$ cat config.mk
export PLATFORM = sky130hd
export DESIGN_NAME = ascii_number_to_integer
export DESIGN_NICKNAME = d
export VERILOG_FILES = /design/src/hdl/an2i_pkg.sv /design/src/hdl/ascii_number_to_integer.sv
export SDC_FILE = /design/constraint.sdc
export NUM_CORES = 1
export LEC_CHECK = 0
export BUFFER_PORTS_ARGS = -buffer_cell sky130_fd_sc_hd__buf_4
export CORE_AREA = 2 2 187 134
export DETAILED_ROUTE_END_ITERATION = 10
export DIE_AREA = 0 0 189 136
export PLACE_DENSITY = 0.64
export SLEW_MARGIN = 20
export SYNTH_ARGS = -nofsm -noshare
export SYNTH_HDL_FRONTEND = slang
export SYNTH_SLANG_ARGS = --single-unit
$ cat constraint.sdc
create_clock -name clk_i -period 9.2 [get_ports clk_i]
set_clock_uncertainty 0.15 [all_clocks]
set_input_delay 0.92 -clock clk_i [delete_from_list [all_inputs] [get_ports clk_i]]
set_output_delay 0.92 -clock clk_i [all_outputs]
set_load 0.005 [all_outputs]
$ cat src/hdl/an2i_pkg.sv
// package with phase codes, character constants and the digit classifier
`timescale 1ns / 1ps

package an2i_pkg;

  localparam logic [1:0] PH_START  = 2'd0;
  localparam logic [1:0] PH_SIGNED = 2'd1;
  localparam logic [1:0] PH_ZERO   = 2'd2;
  localparam logic [1:0] PH_DIGITS = 2'd3;

  localparam logic [7:0] CH_MINUS = 8'h2d;
  localparam logic [7:0] CH_X     = 8'h78;
  localparam logic [7:0] CH_LC_A  = 8'h61;
  localparam logic [7:0] CH_UC_A  = 8'h41;
  localparam logic [7:0] CH_ZERO  = 8'h30;
  localparam logic [7:0] CH_NINE  = 8'h39;

  localparam logic CFG_RADIX = 1'b0;
  localparam logic CFG_SIZE  = 1'b1;

  localparam logic [1:0] SIZE_8  = 2'd0;
  localparam logic [1:0] SIZE_16 = 2'd1;

  localparam logic [4:0] RADIX_RST = 5'd10;
  localparam logic [1:0] SIZE_RST  = 2'd2;

  typedef struct packed {
    logic       ok;
    logic [7:0] val;
  } digit_t;

  function automatic digit_t digit_value(input logic [7:0] c);
    digit_t d;
    d.ok  = 1'b1;
    d.val = 8'd0;
    if (c >= CH_LC_A) begin
      d.val = c - CH_LC_A + 8'd10;
    end else if (c >= CH_UC_A) begin
      d.val = c - CH_UC_A + 8'd10;
    end else if (c >= CH_ZERO) begin
      d.val = c - CH_ZERO;
    end else begin
      d.ok = 1'b0;
    end
    return d;
  endfunction

endpackage

$ cat src/hdl/ascii_number_to_integer.sv
// streaming ascii number text to integer converter
// a result is registered in the result register when the item marked last fires from the input register
// throughput: one item per cycle, input register then one compute stage
// a stalled result stalls only the next last item and the items behind it; earlier items keep flowing
// reset: conversion state cleared, radix 10, size code 2, no items held
`timescale 1ns / 1ps

module ascii_number_to_integer
  import an2i_pkg::*;
#(
  parameter int ACC_WIDTH = 32
) (
  input  logic        clk_i,
  input  logic        rst_ni,
  input  logic        cfg_we_i,
  input  logic        cfg_idx_i,
  input  logic [4:0]  cfg_data_i,
  input  logic        s_axis_tvalid,
  output logic        s_axis_tready,
  input  logic [7:0]  s_axis_tdata,   // ch
  input  logic        s_axis_tlast,   // last
  output logic        m_axis_tvalid,
  input  logic        m_axis_tready,
  output logic [31:0] m_axis_tdata,   // value
  output logic [1:0]  m_axis_tuser    // bogus, too_large
);

  localparam int EXT_W = (ACC_WIDTH > 33) ? ACC_WIDTH : 33;

  logic [4:0] radix_q;
  logic [1:0] size_q;

  logic       st_vld_q;
  logic [7:0] st_ch_q;
  logic       st_last_q;

  logic [ACC_WIDTH-1:0] acc_q, acc_d;
  logic                 neg_q, neg_d;
  logic [4:0]           base_q, base_d;
  logic [1:0]           phase_q, phase_d;
  logic                 stop_q, stop_d;
  logic                 ds_q, ds_d;

  logic        m_vld_q;
  logic [31:0] m_val_q, m_val_d;
  logic [1:0]  m_user_q, m_user_d;

  logic fire;
  logic do_take;
  logic [4:0] eb;
  logic [4:0] tb;
  digit_t dv;
  logic [EXT_W-1:0] acc_ext, res_ext, limit;
  logic [31:0] smask;
  logic [ACC_WIDTH-1:0] prod;

  assign fire = st_vld_q && (!st_last_q || !m_vld_q || m_axis_tready);
  assign s_axis_tready = !st_vld_q || fire;

  always_ff @(posedge clk_i or negedge rst_ni) begin
    if (!rst_ni) begin
      radix_q <= RADIX_RST;
      size_q  <= SIZE_RST;
    end else if (cfg_we_i) begin
      if (cfg_idx_i == CFG_RADIX) begin
        radix_q <= cfg_data_i;
      end else begin
        size_q <= cfg_data_i[1:0];
      end
    end
  end

  // input register
  always_ff @(posedge clk_i or negedge rst_ni) begin
    if (!rst_ni) begin
      st_vld_q <= 1'b0;
    end else if (s_axis_tready) begin
      st_vld_q <= s_axis_tvalid;
    end
  end

  always_ff @(posedge clk_i) begin
    if (s_axis_tready && s_axis_tvalid) begin
      st_ch_q   <= s_axis_tdata;
      st_last_q <= s_axis_tlast;
    end
  end

  assign dv   = digit_value(st_ch_q);
  assign eb   = (phase_q == PH_START) ? radix_q : base_q;
  assign prod = acc_q * ACC_WIDTH'(tb);

  always_comb begin
    acc_d   = acc_q;
    neg_d   = neg_q;
    base_d  = base_q;
    phase_d = phase_q;
    stop_d  = stop_q;
    ds_d    = ds_q;
    do_take = 1'b0;
    tb      = base_q;
    case (phase_q)
      PH_START, PH_SIGNED: begin
        if (phase_q == PH_START && st_ch_q == CH_MINUS) begin
          neg_d   = 1'b1;
          base_d  = eb;
          phase_d = PH_SIGNED;
        end else if (eb == 5'd0 && st_ch_q == CH_ZERO) begin
          base_d  = eb;
          phase_d = PH_ZERO;
        end else begin
          tb      = (eb == 5'd0) ? 5'd10 : eb;
          base_d  = tb;
          phase_d = PH_DIGITS;
          do_take = 1'b1;
        end
      end
      PH_ZERO: begin
        phase_d = PH_DIGITS;
        if (st_ch_q == CH_X) begin
          base_d = 5'd16;
        end else if (st_ch_q >= CH_ZERO && st_ch_q <= CH_NINE) begin
          tb      = 5'd8;
          base_d  = 5'd8;
          do_take = 1'b1;
        end else begin
          // dropped zero counts as a decimal digit, the character stops
          base_d = 5'd10;
          ds_d   = 1'b1;
          stop_d = 1'b1;
        end
      end
      default: begin
        do_take = 1'b1;
      end
    endcase

    if (do_take && !stop_q) begin
      if (!dv.ok || dv.val >= {3'b000, tb}) begin
        stop_d = 1'b1;
      end else begin
        acc_d = prod + ACC_WIDTH'(dv.val);
        ds_d  = 1'b1;
      end
    end

    // a lone zero left pending at the end is decimal zero
    if (st_last_q && phase_d == PH_ZERO) begin
      ds_d = 1'b1;
    end
  end

  always_comb begin
    acc_ext = EXT_W'(acc_d);
    res_ext = neg_d ? (~acc_ext + EXT_W'(1)) : acc_ext;
    case (size_q)
      SIZE_8: begin
        smask = 32'h0000_00ff;
        limit = neg_d ? EXT_W'(33'h0_0000_0080) : EXT_W'(33'h0_0000_00ff);
      end
      SIZE_16: begin
        smask = 32'h0000_ffff;
        limit = neg_d ? EXT_W'(33'h0_0000_8000) : EXT_W'(33'h0_0000_ffff);
      end
      default: begin
        smask = 32'hffff_ffff;
        limit = neg_d ? EXT_W'(33'h0_8000_0000) : EXT_W'(33'h0_ffff_ffff);
      end
    endcase
    m_val_d     = res_ext[31:0] & smask;
    m_user_d[0] = stop_d || !ds_d;
    m_user_d[1] = acc_ext > limit;
  end

  always_ff @(posedge clk_i or negedge rst_ni) begin
    if (!rst_ni) begin
      acc_q   <= '0;
      neg_q   <= 1'b0;
      base_q  <= 5'd0;
      phase_q <= PH_START;
      stop_q  <= 1'b0;
      ds_q    <= 1'b0;
    end else if (fire) begin
      if (st_last_q) begin
        acc_q   <= '0;
        neg_q   <= 1'b0;
        base_q  <= 5'd0;
        phase_q <= PH_START;
        stop_q  <= 1'b0;
        ds_q    <= 1'b0;
      end else begin
        acc_q   <= acc_d;
        neg_q   <= neg_d;
        base_q  <= base_d;
        phase_q <= phase_d;
        stop_q  <= stop_d;
        ds_q    <= ds_d;
      end
    end
  end

  // result register
  always_ff @(posedge clk_i or negedge rst_ni) begin
    if (!rst_ni) begin
      m_vld_q <= 1'b0;
    end else if (fire && st_last_q) begin
      m_vld_q <= 1'b1;
    end else if (m_axis_tready) begin
      m_vld_q <= 1'b0;
    end
  end

  always_ff @(posedge clk_i) begin
    if (fire && st_last_q) begin
      m_val_q  <= m_val_d;
      m_user_q <= m_user_d;
    end
  end

  assign m_axis_tvalid = m_vld_q;
  assign m_axis_tdata  = m_val_q;
  assign m_axis_tuser  = m_user_q;

  a_ready_full: assert property (@(posedge clk_i) disable iff (!rst_ni)
    !s_axis_tready |-> st_vld_q)
    else $error("input stalled with empty stage");

  a_result_out: assert property (@(posedge clk_i) disable iff (!rst_ni)
    (fire && st_last_q) |=> m_axis_tvalid)
    else $error("last item gave no result");

  a_fresh_number: assert property (@(posedge clk_i) disable iff (!rst_ni)
    (fire && st_last_q) |=> (phase_q == PH_START && !neg_q && !stop_q && !ds_q))
    else $error("state not cleared after last item");

  a_no_digit_bogus: assert property (@(posedge clk_i) disable iff (!rst_ni)
    (fire && st_last_q && !ds_d) |=> m_axis_tuser[0])
    else $error("number without digits not flagged");

endmodule

==> results.toml, run 1 <==
[hold_path]
hp-start = "neg_q$_DFFE_PN0P_"
min_delay_path_depth = 2
whs_endpoint = "neg_q$_DFFE_PN0P_"
min_path_type = "reg2reg"

[cts]
post_cts_buffers = 0
cts_made_buffers = 9
numClockSinks = 94
cts_tree = "yes"
max-clock-path-buffers = 2
clk_latency_ns = 0.36
cts-htree-levels = 3
cts_hold_buf = 0
clkTransAtPathRegs_ns = 0.08
root_buffer = "clkbuf_16"

[timing]
hold_violations = 0
finalSetupViolations = 0
max_freq_mhz = 115
worst_pin_slew_ns = 0.896
min_period_ns = 8.67
fin_setup_tns_ns = 0
slew_violations = 0
slew_headroom = 0.403
period_share = 0.942
grt_setup_unrepaired = "no"

[final_layout]
antenna_cells = 0
nFillCells = 2228
drive_above_1_share = 0.0963
syn_to_final_growth_pct = 9.31
fin_area_um2 = 12900
layout.nets = 1612

[setup_path]
rr_endpoint = "m_axis_tuser[1]$_DFFE_PP_"
cp.arrival_ns = 8.61
slowest_stage = "mux2i_1"
crit_path_end_kind = "register"
critPathTopFamily = "compound AO/OA/AOI/OAI gates"
path_common_cell = "o21ai_0"
max_stage_delay_ns = 0.63
timing.rr.start = "st_ch_q[4]$_DFFE_PP_"
cp-start-kind = "register"
reg2regPathDepth = 31
crit_buf_inv = 5
r2r_slack_ns = 0.53
path_class = "reg2reg"
required_ns = 9.15
critPathMaxFanout = 28
startpoint = "st_ch_q[4]$_DFFE_PP_"

[power_and_ir_drop]
power.density_nw_per_um2 = 132
p_leak_nw = 6.24
seq_power_share = 0.321
p_sw_frac = 0.423
clkPwrFrac = 0.239
intPower_uw = 985
switching_power_uw = 722
combPwrFrac = 0.440
ir_worst_vdd_v = 0.000110

[logic_synthesis]
synth_area_um2 = 11800
ys_ff_latch = 94
syn_nets = 1585
post-synth-top-count-cell = "inv_1"
synth_cells = 1370
synth_cell_type_count = 72
synth_edf_count = 43
synth_area_leader_cell = "fa_1"
ys_top_cells_by_count = "inv_1 (192), and2_1 (130), nand2_1 (110)"
synth_flop_cell = "dfrtp_1"
synth_top_area_share = 0.152
ys_seq_area_frac = 0.218
async_flop_share = 0.543
yosys-top-cells-area = "fa_1 (15%), ha_1 (11%), edfxtp_1 (11%), dfrtp_1 (10%), and2_1 (6.9%)"
yosys_warnings = 0
syn_avg_cell_area_um2 = 8.63

[placed_design]
dp_hpwl_mm = 24.7
io_buffers = 55
place_congestion = 0.988
placed_area_um2 = 12600

[floorplan]
core_area_um2 = 24100
start_util = 0.491
dieArea_um2 = 25700
pin_count = 56
fp.dieW_um = 189
rows = 48
die_h_um = 136

[grt]
antenna_found_initial = 0
grt-ovfl-total = 0
grt_pass1_wl_mm = 51.7
grt_max_degree = 52
grt_usage = 0.255
grt_pass1_vias = 9424

[route]
wl_per_cell_um = 18.3
firstDrtPassIters = 6
initialDrtViolationCount = 902
wl_mm = 31.6
drtAntennaViolNets = 0
vias = 9968
remaining_drc_errors = 0
via_per_inst = 5.77

[status]
outcome = "complete, no violations"

[job]
drv_cap = 0
==> area by class of cell <==
type | instances | area, um2 | area share
multi-input combinational | 1022 | 8310 | 0.644
inverter | 192 | 721 | 0.0558
timing repair buffer | 78 | 586 | 0.0453
sequential | 94 | 2570 | 0.199
clock buffer | 10 | 250 | 0.0194
clock inverter | 6 | 70.1 | 0.00542
tap | 325 | 407 | 0.0315
==> worst max path at each step <==
stage	cells past startpoint	slack, ns	endpoint
after global placement	33	0.74	m_axis_tuser[1]$_DFFE_PP_
after floorplan	31	0.89	m_axis_tuser[1]$_DFFE_PP_
after CTS	32	0.43	m_axis_tuser[1]$_DFFE_PP_
after detailed placement	32	0.46	m_axis_tuser[1]$_DFFE_PP_
after global routing	31	0.04	m_axis_tuser[1]$_DFFE_PP_
final	31	0.53	m_axis_tuser[1]$_DFFE_PP_
==> sequential cells by signal, summed over array words and instances, names as in the netlist <==
register,count
acc_q,32
m_axis_tdata,32
st_ch_q,8
base_q,5
radix_q,5
m_axis_tuser,2
phase_q,2
size_q,2
ds_q,1
m_axis_tvalid,1
neg_q,1
st_last_q,1
st_vld_q,1
stop_q,1
==> power groups by stage <==
stage	Combinational, mW	Sequential [mW]	Clock (mW)
3_3_place_gp	0.721	0.553	0
3_5_place_dp	0.735	0.553	0
5_1_grt	0.841	0.554	0.424
2_1_floorplan	0.532	0.512	0
4_1_cts	0.743	0.545	0.413
6_report	0.751	0.547	0.408
==> cell families after synthesis <==
kind of cell    after synthesis  synth area share
buf+inv                     254            0.0829
compound gates              286             0.159
flops                        94             0.218
fa+ha+maj                   195             0.264
mux                          41            0.0358
simple gates                447             0.200
xor+xnor                     53            0.0405
==> timing repair <==
item	CTS	global route
setup endpoints to repair	0	1
gates resized for setup	0	7
hold endpoints to repair	0	0
==> layer usage <==
layer  up-vias  wire [um]  track usage
li1       4725          -            -
met1      4852      16500        0.418
met2       359      12400        0.357
met3        32       2300       0.0281
met4         0        396       0.0473
met5         -          0            0
==> placed cells by master (no fill, tap or decap), drive strengths merged, types with 10 or more instances in the layout <==
cell type	netlist	routed
and3	10	10
o21ai	72	72
edfxtp	43	43
dfrtp	48	48
fa	90	90
inv	192	196
o211ai	10	10
nor4	14	14
nor2	63	63
o41ai	12	12
or3	12	12
nand2b	13	13
ha	105	105
nand4	18	18
nand3	18	18
nor3	28	28
a21o	24	24
xor2	17	17
a21oi	65	65
o31ai	11	11
buf	10	78
clkbuf	52	10
o21a	10	10
and2	130	130
mux2i	31	31
a31oi	10	10
mux2	10	10
nand2	110	110
xnor2	35	35
a211oi	14	14
==> metrics by stage <==
stage	power, mW	worst slack, ns	utilization	hold slack, ns	cells
finish	1.71	0.533	0.536	0.342	1727
global placement	1.27	0.740	0.522	0.321	1711
global route	1.82	0.0389	0.536	0.357	1727
detailed placement	1.29	0.462	0.522	0.329	1711
CTS	1.70	0.427	0.535	0.348	1727
floorplan	1.04	0.890	-	0.305	1370
==> worst reg2reg max path: cells and delay by family (launching register included) <==
| family | cells | cell delay, ns |
|---|---|---|
| compound gates | 12 | 2.58 |
| xor+xnor | 1 | 0.18 |
| fa+ha+maj | 6 | 2.54 |
| buf+inv | 5 | 0.70 |
| flops | 1 | 0.45 |
| mux | 1 | 0.63 |
| simple gates | 6 | 1.17 |
Note: power is estimated with default switching activity, not from simulation.
==> run 2, diff against run 1 <==
--- a/config.mk
+++ b/config.mk
@@ -6,10 +6,12 @@
 export NUM_CORES = 1
 export LEC_CHECK = 0
 export BUFFER_PORTS_ARGS = -buffer_cell sky130_fd_sc_hd__buf_4
-export CORE_AREA = 2 2 187 134
+export CELL_PAD_IN_SITES_DETAIL_PLACEMENT = 1
+export CELL_PAD_IN_SITES_GLOBAL_PLACEMENT = 1
+export CORE_AREA = 2 2 189 135
 export DETAILED_ROUTE_END_ITERATION = 10
-export DIE_AREA = 0 0 189 136
-export PLACE_DENSITY = 0.64
+export DIE_AREA = 0 0 191 137
+export PLACE_DENSITY = 0.8
 export SLEW_MARGIN = 20
 export SYNTH_ARGS = -nofsm -noshare
 export SYNTH_HDL_FRONTEND = slang
==> constraint.sdc (replaced) <==
create_clock -name clk_i -period 9.2 [get_ports clk_i]
set_clock_uncertainty 0.15 [all_clocks]
set_input_delay 0.92 -clock clk_i [delete_from_list [all_inputs] [get_ports clk_i]]
set_output_delay 0.92 -clock clk_i [all_outputs]
set_load 0.01 [all_outputs]
==> results.toml, run 2 (same netlist as run 1, synthesis figures left out) <==
[placed_design]
dp_hpwl_mm = 29.0
io_buffers = 55
dp_slack_ns = 0.280
place_congestion = 0.917
dp.cells = 1723

[hold_path]
min_delay_path_depth = 2
hp-start = "neg_q$_DFFE_PN0P_"
min_path_type = "reg2reg"
whs_endpoint = "neg_q$_DFFE_PN0P_"

[setup_path]
timing.rr.start = "st_ch_q[4]$_DFFE_PP_"
cp-start-kind = "register"
slowest_stage = "fa_1"
crit_buf_inv = 3
path_common_cell = "o21ai_0"
required_ns = 9.15
r2r_slack_ns = 0.45
rr_endpoint = "m_axis_tuser[1]$_DFFE_PP_"
critPathMaxFanout = 14
max_stage_delay_ns = 0.57
path_class = "reg2reg"
crit_path_end_kind = "register"
critPathTopFamily = "compound AO/OA/AOI/OAI gates"
reg2regPathDepth = 33
cp.arrival_ns = 8.70

[grt]
antenna_found_initial = 0
grt-ovfl-total = 0
grt_usage = 0.299
grt_max_degree = 52
grt_pass1_vias = 11000
grt_pass1_wl_mm = 60.7

[final_layout]
final_common_cell = "inv_1"
most-common-layout-cells = "inv_1 (192), and2_1 (130), nand2_1 (109)"
layout.nets = 1624
syn_to_final_growth_pct = 9.94
fin_cells = 1739
drive_above_1_share = 0.105
antenna_cells = 0

[power_and_ir_drop]
seq_power_share = 0.312
switching_power_uw = 792
ir_worst_vdd_v = 0.0000936
p_sw_frac = 0.452
intPower_uw = 960
clkPwrFrac = 0.223
power.density_nw_per_um2 = 135
combPwrFrac = 0.465
p_leak_nw = 6.28

[timing]
max_freq_mhz = 114
whs_ns = 0.356
worst_slack_ns = 0.453
hold_violations = 0
slew_headroom = 0.279
slew_violations = 0
min_period_ns = 8.75
worst_pin_slew_ns = 1.08
finalSetupViolations = 0
period_share = 0.951

[route]
wl_mm = 37.3
vias = 10300
firstDrtPassIters = 5
initialDrtViolationCount = 691
wl_per_cell_um = 21.4
drtAntennaViolNets = 0
via_per_inst = 5.93
remaining_drc_errors = 0

[floorplan]
core_area_um2 = 24300
rows = 48
pin_count = 56
dieArea_um2 = 26200
die_h_um = 137
fp.dieW_um = 191
start_util = 0.486

[cts]
numClockSinks = 94
ctsResizeCount = 0
cts_tree = "yes"
root_buffer = "clkbuf_16"
clk_latency_ns = 0.37
clkTransAtPathRegs_ns = 0.09
post_cts_buffers = 0
cts_hold_buf = 0
cts_made_buffers = 9
max-clock-path-buffers = 2
cts-htree-levels = 3

[status]
outcome = "complete, no violations"

[job]
drv_cap = 0
run 2: cell type report:
cell class / instances / area, um2
inverters: 192 / 721
multi-input cells: 1022 / 8320
clock inverters: 7 / 72.6
repair buffers: 90 / 679
fillers: 2929 / 11300
well taps: 325 / 407
flip-flops and latches: 94 / 2570
clock buffers: 9 / 225
run 2: worst max path at each step:
stage | from | endpoint | cells past startpoint
2_1_floorplan | st_ch_q[4]$_DFFE_PP_ | m_axis_tuser[1]$_DFFE_PP_ | 31
5_1_grt | st_ch_q[4]$_DFFE_PP_ | m_axis_tuser[1]$_DFFE_PP_ | 32
6_report | st_ch_q[4]$_DFFE_PP_ | m_axis_tuser[1]$_DFFE_PP_ | 33
4_1_cts | st_ch_q[4]$_DFFE_PP_ | m_axis_tuser[1]$_DFFE_PP_ | 28
3_3_place_gp | st_ch_q[6]$_DFFE_PP_ | m_axis_tuser[1]$_DFFE_PP_ | 27
3_5_place_dp | st_ch_q[4]$_DFFE_PP_ | m_axis_tuser[1]$_DFFE_PP_ | 28
run 2: power by group through the flow:
stage	Combinational, mW	Sequential (mW)	Clock [mW]
5_1_grt	0.897	0.552	0.403
4_1_cts	0.805	0.543	0.390
3_5_place_dp	0.793	0.550	0
2_1_floorplan	0.532	0.516	0
6_report	0.815	0.546	0.390
3_3_place_gp	0.760	0.548	0
run 2: layer usage:
layer / wire length, um / track usage / up-vias
li1: - / - / 4741
met1: 18400 / 0.453 / 5223
met2: 16100 / 0.449 / 304
met3: 2100 / 0.0359 / 44
met4: 699 / 0.0762 / 0
met5: 0 / 0 / -
run 2: per-stage QoR:
step | area, um2 | utilization | TNS, ns | power, mW
6_report | 13000 | 0.534 | 0 | 1.75
5_1_grt | 13000 | 0.534 | -0.0214 | 1.85
4_1_cts | 13000 | 0.533 | 0 | 1.74
3_5_place_dp | 12700 | 0.521 | 0 | 1.34
3_3_place_gp | 12700 | 0.521 | 0 | 1.31
2_1_floorplan | 11800 | - | 0 | 1.05
run 2: tightest hold or removal path, stage by stage (launching register included):
cell and delay, ns:
dfrtp_1 0.35, a21oi_1 0.05, nor2_1 0.08
==> run 3, diff against run 2 <==
--- a/config.mk
+++ b/config.mk
@@ -8,10 +8,10 @@
 export BUFFER_PORTS_ARGS = -buffer_cell sky130_fd_sc_hd__buf_4
 export CELL_PAD_IN_SITES_DETAIL_PLACEMENT = 1
 export CELL_PAD_IN_SITES_GLOBAL_PLACEMENT = 1
-export CORE_AREA = 2 2 189 135
+export CORE_AREA = 2 2 187 134
 export DETAILED_ROUTE_END_ITERATION = 10
-export DIE_AREA = 0 0 191 137
-export PLACE_DENSITY = 0.8
+export DIE_AREA = 0 0 189 136
+export PLACE_DENSITY = 0.81
 export SLEW_MARGIN = 20
 export SYNTH_ARGS = -nofsm -noshare
 export SYNTH_HDL_FRONTEND = slang
==> constraint.sdc (replaced) <==
create_clock -name clk_i -period 10.4 [get_ports clk_i]
set_clock_uncertainty 0.15 [all_clocks]
set_input_delay 1.04 -clock clk_i [delete_from_list [all_inputs] [get_ports clk_i]]
set_output_delay 1.04 -clock clk_i [all_outputs]
set_load 0.01 [all_outputs]
==> results.toml, run 3 (same netlist as run 1, synthesis figures left out) <==
[floorplan]
pin_count = 56
start_util = 0.491
core_area_um2 = 24100
rows = 48
fp.dieW_um = 189
die_h_um = 136
dieArea_um2 = 25700

[placed_design]
io_buffers = 55
dp_hpwl_mm = 28.9
dp_slack_ns = 0.782
place_congestion = 0.930

[setup_path]
critPathMaxFanout = 15
crit_path_end_kind = "register"
startpoint = "st_ch_q[4]$_DFFE_PP_"
max_stage_delay_ns = 0.60
path_common_cell = "o21ai_0"
cp-start-kind = "register"
slowest_stage = "a21oi_2"
r2r_slack_ns = 0.64
required_ns = 10.34
timing.rr.start = "st_ch_q[4]$_DFFE_PP_"
endpoint = "m_axis_tuser[1]$_DFFE_PP_"
rr_endpoint = "m_axis_tuser[1]$_DFFE_PP_"
cp.arrival_ns = 9.71
path_class = "reg2reg"
reg2regPathDepth = 29

[cts]
numClockSinks = 94
root_buffer = "clkbuf_16"
clkTransAtPathRegs_ns = 0.07
clk_latency_ns = 0.36
cts_made_buffers = 9
cts_tree = "yes"
max-clock-path-buffers = 2
cts-htree-levels = 3

[timing]
period_share = 0.939
finalSetupViolations = 0
min_period_ns = 9.76
worst_pin_slew_ns = 1.09
fin_setup_tns_ns = 0
slew_headroom = 0.275
max_freq_mhz = 102
worst_slack_ns = 0.635
slew_violations = 0
hold_violations = 0
grt_setup_unrepaired = "no"

[grt]
grt_pass1_vias = 10700
grt_pass1_wl_mm = 60.0
grt-ovfl-total = 0
grt_max_degree = 52
antenna_found_initial = 0
grt_usage = 0.300

[status]
outcome = "complete, no violations"

[power_and_ir_drop]
intPower_uw = 851
seq_power_share = 0.318
ir_worst_vdd_v = 0.000107
p_sw_frac = 0.446
clkPwrFrac = 0.230
combPwrFrac = 0.452
switching_power_uw = 685
power.density_nw_per_um2 = 120
p_leak_nw = 6.18

[job]
drv_cap = 0

[route]
drtAntennaViolNets = 0
via_per_inst = 6.10
initialDrtViolationCount = 815
firstDrtPassIters = 5
vias = 10500
wl_mm = 37.2
remaining_drc_errors = 0
wl_per_cell_um = 21.7

[final_layout]
antenna_cells = 0
most-common-layout-cells = "inv_1 (192), and2_1 (130), nand2_1 (109)"
syn_to_final_growth_pct = 8.39
drive_above_1_share = 0.0876
layout.nets = 1602
final_common_cell = "inv_1"
nFillCells = 2857

[hold_path]
min_delay_path_depth = 2
min_path_type = "reg2reg"
[run 3: how the worst min path moves through the flow]
stage | start | to | slack, ns
finish | neg_q$_DFFE_PN0P_ | neg_q$_DFFE_PN0P_ | 0.35
global route | size_q[0]$_DFFE_PN0P_ | size_q[0]$_DFFE_PN0P_ | 0.41
CTS | neg_q$_DFFE_PN0P_ | neg_q$_DFFE_PN0P_ | 0.36
detailed placement | neg_q$_DFFE_PN0P_ | neg_q$_DFFE_PN0P_ | 0.35
global placement | neg_q$_DFFE_PN0P_ | neg_q$_DFFE_PN0P_ | 0.32
floorplan | neg_q$_DFFE_PN0P_ | neg_q$_DFFE_PN0P_ | 0.31
[run 3: area by class of cell]
| cell class | instances | area (um2) | share of cell area |
|---|---|---|---|
| Clock inverter | 7 | 80.1 | 0.00625 |
| Clock buffer | 9 | 225 | 0.0176 |
| Inverter | 192 | 721 | 0.0563 |
| Multi-Input combinational cell | 1022 | 8290 | 0.648 |
| Timing Repair Buffer | 68 | 510 | 0.0399 |
| Sequential cell | 94 | 2570 | 0.201 |
| Tap cell | 325 | 407 | 0.0317 |
[run 3: power by group through the flow]
| stage | logic, mW | clock network (mW) | registers (mW) |
|---|---|---|---|
| 3_3_place_gp | 0.647 | 0 | 0.487 |
| 4_1_cts | 0.680 | 0.355 | 0.484 |
| 2_1_floorplan | 0.470 | 0 | 0.457 |
| 3_5_place_dp | 0.671 | 0 | 0.491 |
| 6_report | 0.694 | 0.354 | 0.488 |
| 5_1_grt | 0.762 | 0.368 | 0.492 |
[run 3: layer usage]
| metal | track usage | vias up | routed length, um |
|---|---|---|---|
| met2 | 0.444 | 384 | 15600 |
| met4 | 0.0690 | 0 | 594 |
| met5 | 0 | - | 0 |
| met3 | 0.0372 | 39 | 2670 |
| met1 | 0.465 | 5349 | 18300 |
| li1 | - | 4694 | - |
[run 3: per-stage QoR]
step | hold slack, ns | area (um2) | util | cells | power (mW)
2_1_floorplan | 0.305 | 11800 | - | 1370 | 0.927
3_3_place_gp | 0.324 | 12500 | 0.519 | 1701 | 1.13
3_5_place_dp | 0.348 | 12500 | 0.519 | 1701 | 1.16
4_1_cts | 0.365 | 12800 | 0.532 | 1717 | 1.52
5_1_grt | 0.407 | 12800 | 0.532 | 1717 | 1.62
6_report | 0.354 | 12800 | 0.532 | 1717 | 1.54
[run 3: worst max-delay path: cells and delay by family (launching register included)]
family	cells	cell delay (ns)
compound gates	11	3.51
fa+ha+maj	6	2.59
simple gates	9	2.29
flops	1	0.46
mux	1	0.37
buf+inv	2	0.11
[run 3: what timing repair did]
| action | CTS | global route |
|---|---|---|
| buffers inserted | 0 | 0 |
| gates resized for setup | 0 | 2 |
| hold buffers | 0 | 0 |
| setup endpoints to repair | 0 | 1 |
